<file path="src/design/pqb_pkg.sv">
`timescale 1ns / 1ps

package pqb_pkg;

  localparam int DEPTH  = 16;
  localparam int LEVELS = 5;

  localparam int DATA_W = 32;
  localparam int LVL_W  = 3;
  localparam int STAT_W = 2;
  localparam int CNT_W  = $clog2(DEPTH + 1);

  localparam logic [LVL_W-1:0] LVL_MAX = LVL_W'(LEVELS - 1);

  localparam logic OP_ENQ = 1'b0;
  localparam logic OP_DEQ = 1'b1;

  localparam logic [STAT_W-1:0] ST_OK    = 2'd0;
  localparam logic [STAT_W-1:0] ST_FULL  = 2'd1;
  localparam logic [STAT_W-1:0] ST_EMPTY = 2'd2;

  // one queue entry as seen by a neighboring cell
  typedef struct packed {
    logic                     used;
    logic [LVL_W-1:0]         level;
    logic signed [DATA_W-1:0] data;
  } pqb_entry_t;

  // command broadcast to every cell
  typedef struct packed {
    logic                     enq;
    logic                     deq;
    logic [LVL_W-1:0]         level;
    logic signed [DATA_W-1:0] data;
  } pqb_cmd_t;

endpackage

</file>
<file path="src/design/pqb_if.sv">
`timescale 1ns / 1ps

interface pqb_in_if import pqb_pkg::*; ();
  logic                     valid;
  logic                     ready;
  logic                     opcode;
  logic signed [DATA_W-1:0] data_in;
  logic [LVL_W-1:0]         level_in;

  modport source (output valid, opcode, data_in, level_in, input ready);
  modport sink   (input valid, opcode, data_in, level_in, output ready);
endinterface

interface pqb_out_if import pqb_pkg::*; ();
  logic                     valid;
  logic                     ready;
  logic signed [DATA_W-1:0] data_out;
  logic [LVL_W-1:0]         level_out;
  logic [STAT_W-1:0]        status;
  logic [CNT_W-1:0]         held_after;

  modport source (output valid, data_out, level_out, status, held_after, input ready);
  modport sink   (input valid, data_out, level_out, status, held_after, output ready);
endinterface

</file>
<file path="src/design/pqb_cell.sv">
`timescale 1ns / 1ps

module pqb_cell import pqb_pkg::*; (
  input  logic       clk,
  input  logic       rst_n,
  input  pqb_cmd_t   cmd,
  input  pqb_entry_t left_ent,
  input  logic       left_disp,
  input  pqb_entry_t right_ent,
  output pqb_entry_t ent,
  output logic       disp
);

  logic                     used_r, used_nxt;
  logic [LVL_W-1:0]         level_r, level_nxt;
  logic signed [DATA_W-1:0] data_r, data_nxt;

  // entries sit sorted by level, oldest first within a level; an equal
  // level stays ahead of the new entry
  assign disp = !used_r || (level_r < cmd.level);

  always_comb begin
    used_nxt  = used_r;
    level_nxt = level_r;
    data_nxt  = data_r;
    if (cmd.enq) begin
      if (left_disp) begin
        used_nxt  = left_ent.used;
        level_nxt = left_ent.level;
        data_nxt  = left_ent.data;
      end else if (disp) begin
        used_nxt  = 1'b1;
        level_nxt = cmd.level;
        data_nxt  = cmd.data;
      end
    end else if (cmd.deq) begin
      used_nxt  = right_ent.used;
      level_nxt = right_ent.level;
      data_nxt  = right_ent.data;
    end
  end

  always_ff @(posedge clk) begin
    if (!rst_n) begin
      used_r <= 1'b0;
    end else begin
      used_r <= used_nxt;
    end
  end

  always_ff @(posedge clk) begin
    level_r <= level_nxt;
    data_r  <= data_nxt;
  end

  assign ent.used  = used_r;
  assign ent.level = level_r;
  assign ent.data  = data_r;

endmodule

</file>
<file path="src/design/priority_queue_bounded.sv">
`timescale 1ns / 1ps
// channel | modport | beat contents
// in_if   | sink    | opcode, data_in, level_in
// out_if  | source  | data_out, level_out, status, held_after
//
// One beat per cycle: the cells update in the cycle an item is taken,
// and the result sits in an output register the next cycle.
// in_if.ready stays high while out_if is empty or being taken.
// A stall on out_if holds the result and blocks in_if until it drains.
// Synchronous active-low reset empties all cells and the output register.

module priority_queue_bounded import pqb_pkg::*; (
  input logic    clk,
  input logic    rst_n,
  pqb_in_if.sink   in_if,
  pqb_out_if.source out_if
);

  pqb_entry_t ent  [DEPTH];
  logic       disp [DEPTH];
  pqb_cmd_t   cmd;

  logic                     accept;
  logic                     full;
  logic [LVL_W-1:0]         lvl_sat;
  logic [CNT_W-1:0]         cnt_r, cnt_nxt;
  logic                     ovld_r;
  logic signed [DATA_W-1:0] odata_r, odata_nxt;
  logic [LVL_W-1:0]         olvl_r, olvl_nxt;
  logic [STAT_W-1:0]        ostat_r, ostat_nxt;

  localparam pqb_entry_t EMPTY_ENT = '0;

  assign in_if.ready = !ovld_r || out_if.ready;
  assign accept      = in_if.valid && in_if.ready;
  assign full        = (cnt_r == CNT_W'(DEPTH));
  assign lvl_sat     = (in_if.level_in > LVL_MAX) ? LVL_MAX : in_if.level_in;

  assign cmd.enq   = accept && (in_if.opcode == OP_ENQ) && !full;
  assign cmd.deq   = accept && (in_if.opcode == OP_DEQ) && ent[0].used;
  assign cmd.level = lvl_sat;
  assign cmd.data  = in_if.data_in;

  for (genvar i = 0; i < DEPTH; i++) begin : g_cell
    pqb_entry_t l_ent, r_ent;
    logic       l_disp;
    if (i == 0) begin : g_head
      assign l_ent  = EMPTY_ENT;
      assign l_disp = 1'b0;
    end else begin : g_mid
      assign l_ent  = ent[i-1];
      assign l_disp = disp[i-1];
    end
    if (i == DEPTH - 1) begin : g_tail
      assign r_ent = EMPTY_ENT;
    end else begin : g_body
      assign r_ent = ent[i+1];
    end
    pqb_cell u_cell (
      .clk       (clk),
      .rst_n     (rst_n),
      .cmd       (cmd),
      .left_ent  (l_ent),
      .left_disp (l_disp),
      .right_ent (r_ent),
      .ent       (ent[i]),
      .disp      (disp[i])
    );
  end

  always_comb begin
    cnt_nxt   = cnt_r;
    odata_nxt = '0;
    olvl_nxt  = '0;
    ostat_nxt = ST_OK;
    if (in_if.opcode == OP_ENQ) begin
      if (full) begin
        ostat_nxt = ST_FULL;
      end else begin
        cnt_nxt = cnt_r + 1'b1;
      end
    end else begin
      if (!ent[0].used) begin
        ostat_nxt = ST_EMPTY;
      end else begin
        odata_nxt = ent[0].data;
        olvl_nxt  = ent[0].level;
        cnt_nxt   = cnt_r - 1'b1;
      end
    end
  end

  always_ff @(posedge clk) begin
    if (!rst_n) begin
      cnt_r  <= '0;
      ovld_r <= 1'b0;
    end else begin
      if (accept) begin
        cnt_r  <= cnt_nxt;
        ovld_r <= 1'b1;
      end else if (out_if.ready) begin
        ovld_r <= 1'b0;
      end
    end
  end

  always_ff @(posedge clk) begin
    if (accept) begin
      odata_r <= odata_nxt;
      olvl_r  <= olvl_nxt;
      ostat_r <= ostat_nxt;
    end
  end

  assign out_if.valid      = ovld_r;
  assign out_if.data_out   = odata_r;
  assign out_if.level_out  = olvl_r;
  assign out_if.status     = ostat_r;
  assign out_if.held_after = cnt_r;

endmodule

</file>
<file path="src/flat_wrapper.sv">
// flat-port wrapper written by rule: the top's interface ports become plain ports
module priority_queue_bounded_flat import pqb_pkg::*;
  (clk, rst_n, in_if_valid, in_if_opcode, in_if_data_in, in_if_level_in, in_if_ready, out_if_valid, out_if_data_out, out_if_level_out, out_if_status, out_if_held_after, out_if_ready);
  pqb_in_if in_if_i ();
  pqb_out_if out_if_i ();
  input logic clk;
  input logic rst_n;
  input wire logic [$bits(in_if_i.valid)-1:0] in_if_valid;
  input wire logic [$bits(in_if_i.opcode)-1:0] in_if_opcode;
  input wire logic [$bits(in_if_i.data_in)-1:0] in_if_data_in;
  input wire logic [$bits(in_if_i.level_in)-1:0] in_if_level_in;
  output wire logic [$bits(in_if_i.ready)-1:0] in_if_ready;
  output wire logic [$bits(out_if_i.valid)-1:0] out_if_valid;
  output wire logic [$bits(out_if_i.data_out)-1:0] out_if_data_out;
  output wire logic [$bits(out_if_i.level_out)-1:0] out_if_level_out;
  output wire logic [$bits(out_if_i.status)-1:0] out_if_status;
  output wire logic [$bits(out_if_i.held_after)-1:0] out_if_held_after;
  input wire logic [$bits(out_if_i.ready)-1:0] out_if_ready;
  assign in_if_i.valid = in_if_valid;
  assign in_if_i.opcode = in_if_opcode;
  assign in_if_i.data_in = in_if_data_in;
  assign in_if_i.level_in = in_if_level_in;
  assign in_if_ready = in_if_i.ready;
  assign out_if_valid = out_if_i.valid;
  assign out_if_data_out = out_if_i.data_out;
  assign out_if_level_out = out_if_i.level_out;
  assign out_if_status = out_if_i.status;
  assign out_if_held_after = out_if_i.held_after;
  assign out_if_i.ready = out_if_ready;
  priority_queue_bounded u_core (.clk(clk), .rst_n(rst_n), .in_if(in_if_i), .out_if(out_if_i));
endmodule
</file>
<file path="config.mk">
export PLATFORM = sky130hd
export DESIGN_NAME = priority_queue_bounded_flat
export DESIGN_NICKNAME = d
export VERILOG_FILES = /design/src/design/pqb_pkg.sv /design/src/design/pqb_if.sv /design/src/design/pqb_cell.sv /design/src/design/priority_queue_bounded.sv /design/src/flat_wrapper.sv
export SDC_FILE = /design/constraint.sdc
export NUM_CORES = 1
export LEC_CHECK = 0
export CAP_MARGIN = 20
export CORE_MARGIN = 2
export CORE_UTILIZATION = 40
export DETAILED_ROUTE_END_ITERATION = 8
export DONT_BUFFER_PORTS = 1
export SYNTH_ARGS = -nofsm -noshare
export SYNTH_HDL_FRONTEND = slang
export SYNTH_SLANG_ARGS = --single-unit
</file>
<file path="constraint.sdc">
create_clock -name clk -period 7.57 [get_ports clk]
set_input_delay 0.3785 -clock clk [delete_from_list [all_inputs] [get_ports clk]]
set_output_delay 0.3785 -clock clk [all_outputs]
set_load 0.02 [all_outputs]
</file>
==> impl_metrics.env <==
export IMPL_yosys_area_share_simple_pct=10.1
export IMPL_hpwl_mm=49.4
export IMPL_diodes=0
export IMPL_startpoint_type="flip-flop"
export IMPL_drtIter0Drc=1956
export IMPL_switchingPower_w=0.00215
export IMPL_path_max_fanout=245
export IMPL_grt_use_total_pct=20.5
export IMPL_place_worst_setup_slack_ps=2330
export IMPL_pwr_share_clk_pct=38.9
export IMPL_critPathBufInv=3
export IMPL_slowest_stage="buf_4"
export IMPL_synth_warnings=0
export IMPL_min_to="u_core.g_cell[15].u_cell.data_r[0]$_SDFFCE_PN0P_"
export IMPL_drc=0
export IMPL_rsz0062_at_grt="no"
export IMPL_r2r_start="u_core.out_if.held_after[1]$_SDFFE_PN0P_"
export IMPL_drive_gt1_share_pct=7.27
export IMPL_cp_end_kind="flip-flop"
export IMPL_synthAdderAreaFrac_pct=1.44
export IMPL_r2r_cells=7
export IMPL_die_area_um2=81700
export IMPL_synthFlopType="edfxtp_1"
export IMPL_period_minus_slack_ps=3910
export IMPL_grt_pass1_vias=21800
export IMPL_cts_setup_buffers=0
export IMPL_finalWorstSetupSlack_ps=3660
export IMPL_holdPathStages=2
export IMPL_die_h_um=286
export IMPL_drv_slew=0
export IMPL_viasPerCell=5.60
export IMPL_r2r_end="u_core.g_cell[10].u_cell.data_r[12]$_DFFE_PP_"
export IMPL_min_period_over_period_pct=51.6
export IMPL_synth_net_count=2894
export IMPL_ios=84
export IMPL_io_buffer_count=0
export IMPL_hold_path_class="in -> reg"
export IMPL_cts_buffer_depth=3
export IMPL_gp_congestion=0.848
export IMPL_setup_viol_count_final=0
export IMPL_synth_area_leader_cell="edfxtp_1"
export IMPL_yosysUniqueCellTypes=53
export IMPL_yosysMostFrequentCell="edfxtp_1"
export IMPL_async_reset_ff_share_pct=0
export IMPL_drv_cap=0
export IMPL_synth_edf_count=597
export IMPL_cp_cell_sequence="nor4_4 -> a2111oi_4 -> buf_12 -> buf_4 -> buf_12 -> nor2_1 -> a21oi_1"
export IMPL_dr_pass1_iters=5
export IMPL_synth_top_area_share_pct=56.4
export IMPL_row_count=103
export IMPL_die_width_um=286
export IMPL_tns_ps=0
export IMPL_cts_hold_buf=35
export IMPL_cts_tree="done"
export IMPL_whs_ps=34.6
export IMPL_synthTopCellsByArea="edfxtp_1 56%, mux2i_1 15%, a21oi_1 6.4%, nor2_1 4.7%, nand2_1 3.7%"
export IMPL_swShare_pct=25.3
export IMPL_vias=21400
export IMPL_status="finished, final reports clean"
export IMPL_critPathMostFrequentCell="buf_12"
export IMPL_ys_ff_latch=619
export IMPL_crit_type="reg -> reg"
export IMPL_synth_avg_cell_area_um2=11.3
export IMPL_critPathTopFamily="buffers and inverters"
export IMPL_critical_path_max_stage_delay_ps=710
export IMPL_syn_to_final_growth_pct=10.1
export IMPL_cts_root_buffer="clkbuf_16"
export IMPL_p_leak_nw=11.6
export IMPL_utilization_pct=44.3
export IMPL_cts_sinks=619
export IMPL_hold_viol=0
export IMPL_grt_ovfl_total=0
export IMPL_clk_latency_ps=610
export IMPL_yosys_area_share_xor_xnor_pct=0.0827
export IMPL_antenna_found_initial=1
export IMPL_synthesis_area_um2=31800
export IMPL_wire_per_inst_um=22.1
export IMPL_synthMuxAreaShare_pct=15.5
export IMPL_synth_cells=2818
export IMPL_cp_arrival_ps=4340
export IMPL_synth_top_family_by_area="multiplexers"
export IMPL_skew_ps=25.6
export IMPL_synth_compound_area_share_pct=10.8
export IMPL_comb_power_share_pct=10.7
export IMPL_synth_cells_most_frequent="597 x edfxtp_1, 491 x mux2i_1, 407 x a21oi_1, 394 x nor2_1, 314 x nand2_1"
export IMPL_fmax_ghz=0.256
export IMPL_yosysSeqAreaShare_pct=57.8
export IMPL_p_per_area_nw_per_um2=242
export IMPL_seqPwrFrac_pct=50.4
export IMPL_core_area_um2=78900
export IMPL_r2r_slack_ps=3660
export IMPL_critPathRequiredTime_ps=8000
export IMPL_final_nets=2801
export IMPL_grt_pass1_wl_mm=130
export IMPL_wl_mm=84.8
export IMPL_vdd_drop_max_mv=0.149
export IMPL_initial_core_util_pct=40.3
export IMPL_clkTransAtPathRegs_ps=60
export IMPL_max_slew_margin_pct=11.8
export IMPL_htreeDepth=3
export IMPL_p_int_w=0.00633
export IMPL_ant_nets=0
export IMPL_worstHoldStart="in_if_data_in[0]"
export IMPL_ctsResizeCount=0
export IMPL_worst_slew_pin_slew_ps=1320
export IMPL_grt_max_degree=246
export IMPL_numCtsBuffers=70
-- power by group through the flow --
stage               clock network (W)  logic [W]  registers [W]
CTS                           0.00337   0.000907        0.00427
global route                  0.00350    0.00101        0.00429
floorplan                           0   0.000681        0.00428
finish                        0.00329   0.000908        0.00427
detailed placement                  0   0.000879        0.00434
global placement                    0   0.000837        0.00433
-- layout make-up --
type	instances	area, um2
repair buffers	76	778
fillers	7340	43900
flip-flops and latches	619	18400
clock buffers	95	1910
multi-input cells	1938	12300
inverters	20	75.1
well taps	1050	1310
clock inverters	30	260
-- cells in the final DEF, fill, tap and decap left out, types with 12 or more instances in the layout --
cell type | netlist | final
a21boi_1 | 12 | 12
o21ai_0 | 67 | 65
clkinv_1 | 0 | 13
o21ai_1 | 52 | 52
a21oi_1 | 407 | 405
a21oi_2 | 28 | 28
clkbuf_1 | 35 | 22
buf_4 | 26 | 32
inv_1 | 19 | 18
nand3_1 | 15 | 14
dlygate4sd3_1 | 0 | 35
nand2_2 | 1 | 15
mux2i_1 | 491 | 491
edfxtp_1 | 597 | 597
clkbuf_16 | 0 | 73
nand2_1 | 314 | 300
ha_1 | 35 | 35
and3_1 | 38 | 38
dfxtp_1 | 22 | 21
nor2_1 | 394 | 394
-- layer usage --
metal	global-route usage, %	wire length [um]
met1	27.4	37800
met3	2.83	3890
met2	34.6	41200
met4	6.01	1950
met5	0	0
-- per-stage QoR --
stage / cells / cell area, um2 / power (W)
after detailed placement: 3664 / 32400 / 0.00522
final: 3828 / 35000 / 0.00847
after global placement: 3661 / 32300 / 0.00517
after global routing: 3828 / 35000 / 0.00880
after floorplan: 2818 / 31800 / 0.00496
after CTS: 3824 / 34900 / 0.00855
-- sequential cells by signal, summed over array words and instances (netlist names) --
name	count
u_core.g_cell.u_cell.level_r	48
u_core.out_if.data_out	32
u_core.out_if.status	2
u_core.out_if.held_after	5
u_core.g_cell.u_cell.data_r	512
u_core.out_if.level_out	3
u_core.out_if.valid	1
u_core.g_cell.u_cell.used_r	16
-- cell families after synthesis --
logic type / after synthesis
flops: 619
xor+xnor: 3
mux: 491
simple gates: 789
fa+ha+maj: 36
buf+inv: 261
compound gates: 619
-- worst max-delay path by stage --
stage                                                         from                                                to  slack [ps]  cells after the start
after floorplan                                  in_if_level_in[2]  u_core.g_cell[15].u_cell.data_r[0]$_SDFFCE_PN0P_        2530                      9
after CTS                                        in_if_level_in[1]      u_core.g_cell[9].u_cell.level_r[2]$_DFFE_PP_        2970                      9
final                     u_core.out_if.held_after[1]$_SDFFE_PN0P_     u_core.g_cell[10].u_cell.data_r[12]$_DFFE_PP_        3660                      7
after detailed placement                         in_if_level_in[1]      u_core.g_cell[9].u_cell.data_r[28]$_DFFE_PP_        2330                      9
after global placement                           in_if_level_in[1]      u_core.g_cell[9].u_cell.data_r[30]$_DFFE_PP_        2430                      9
after global routing      u_core.out_if.held_after[1]$_SDFFE_PN0P_     u_core.g_cell[10].u_cell.data_r[11]$_DFFE_PP_        3510                      6
Power figures use the tool's default switching activity.
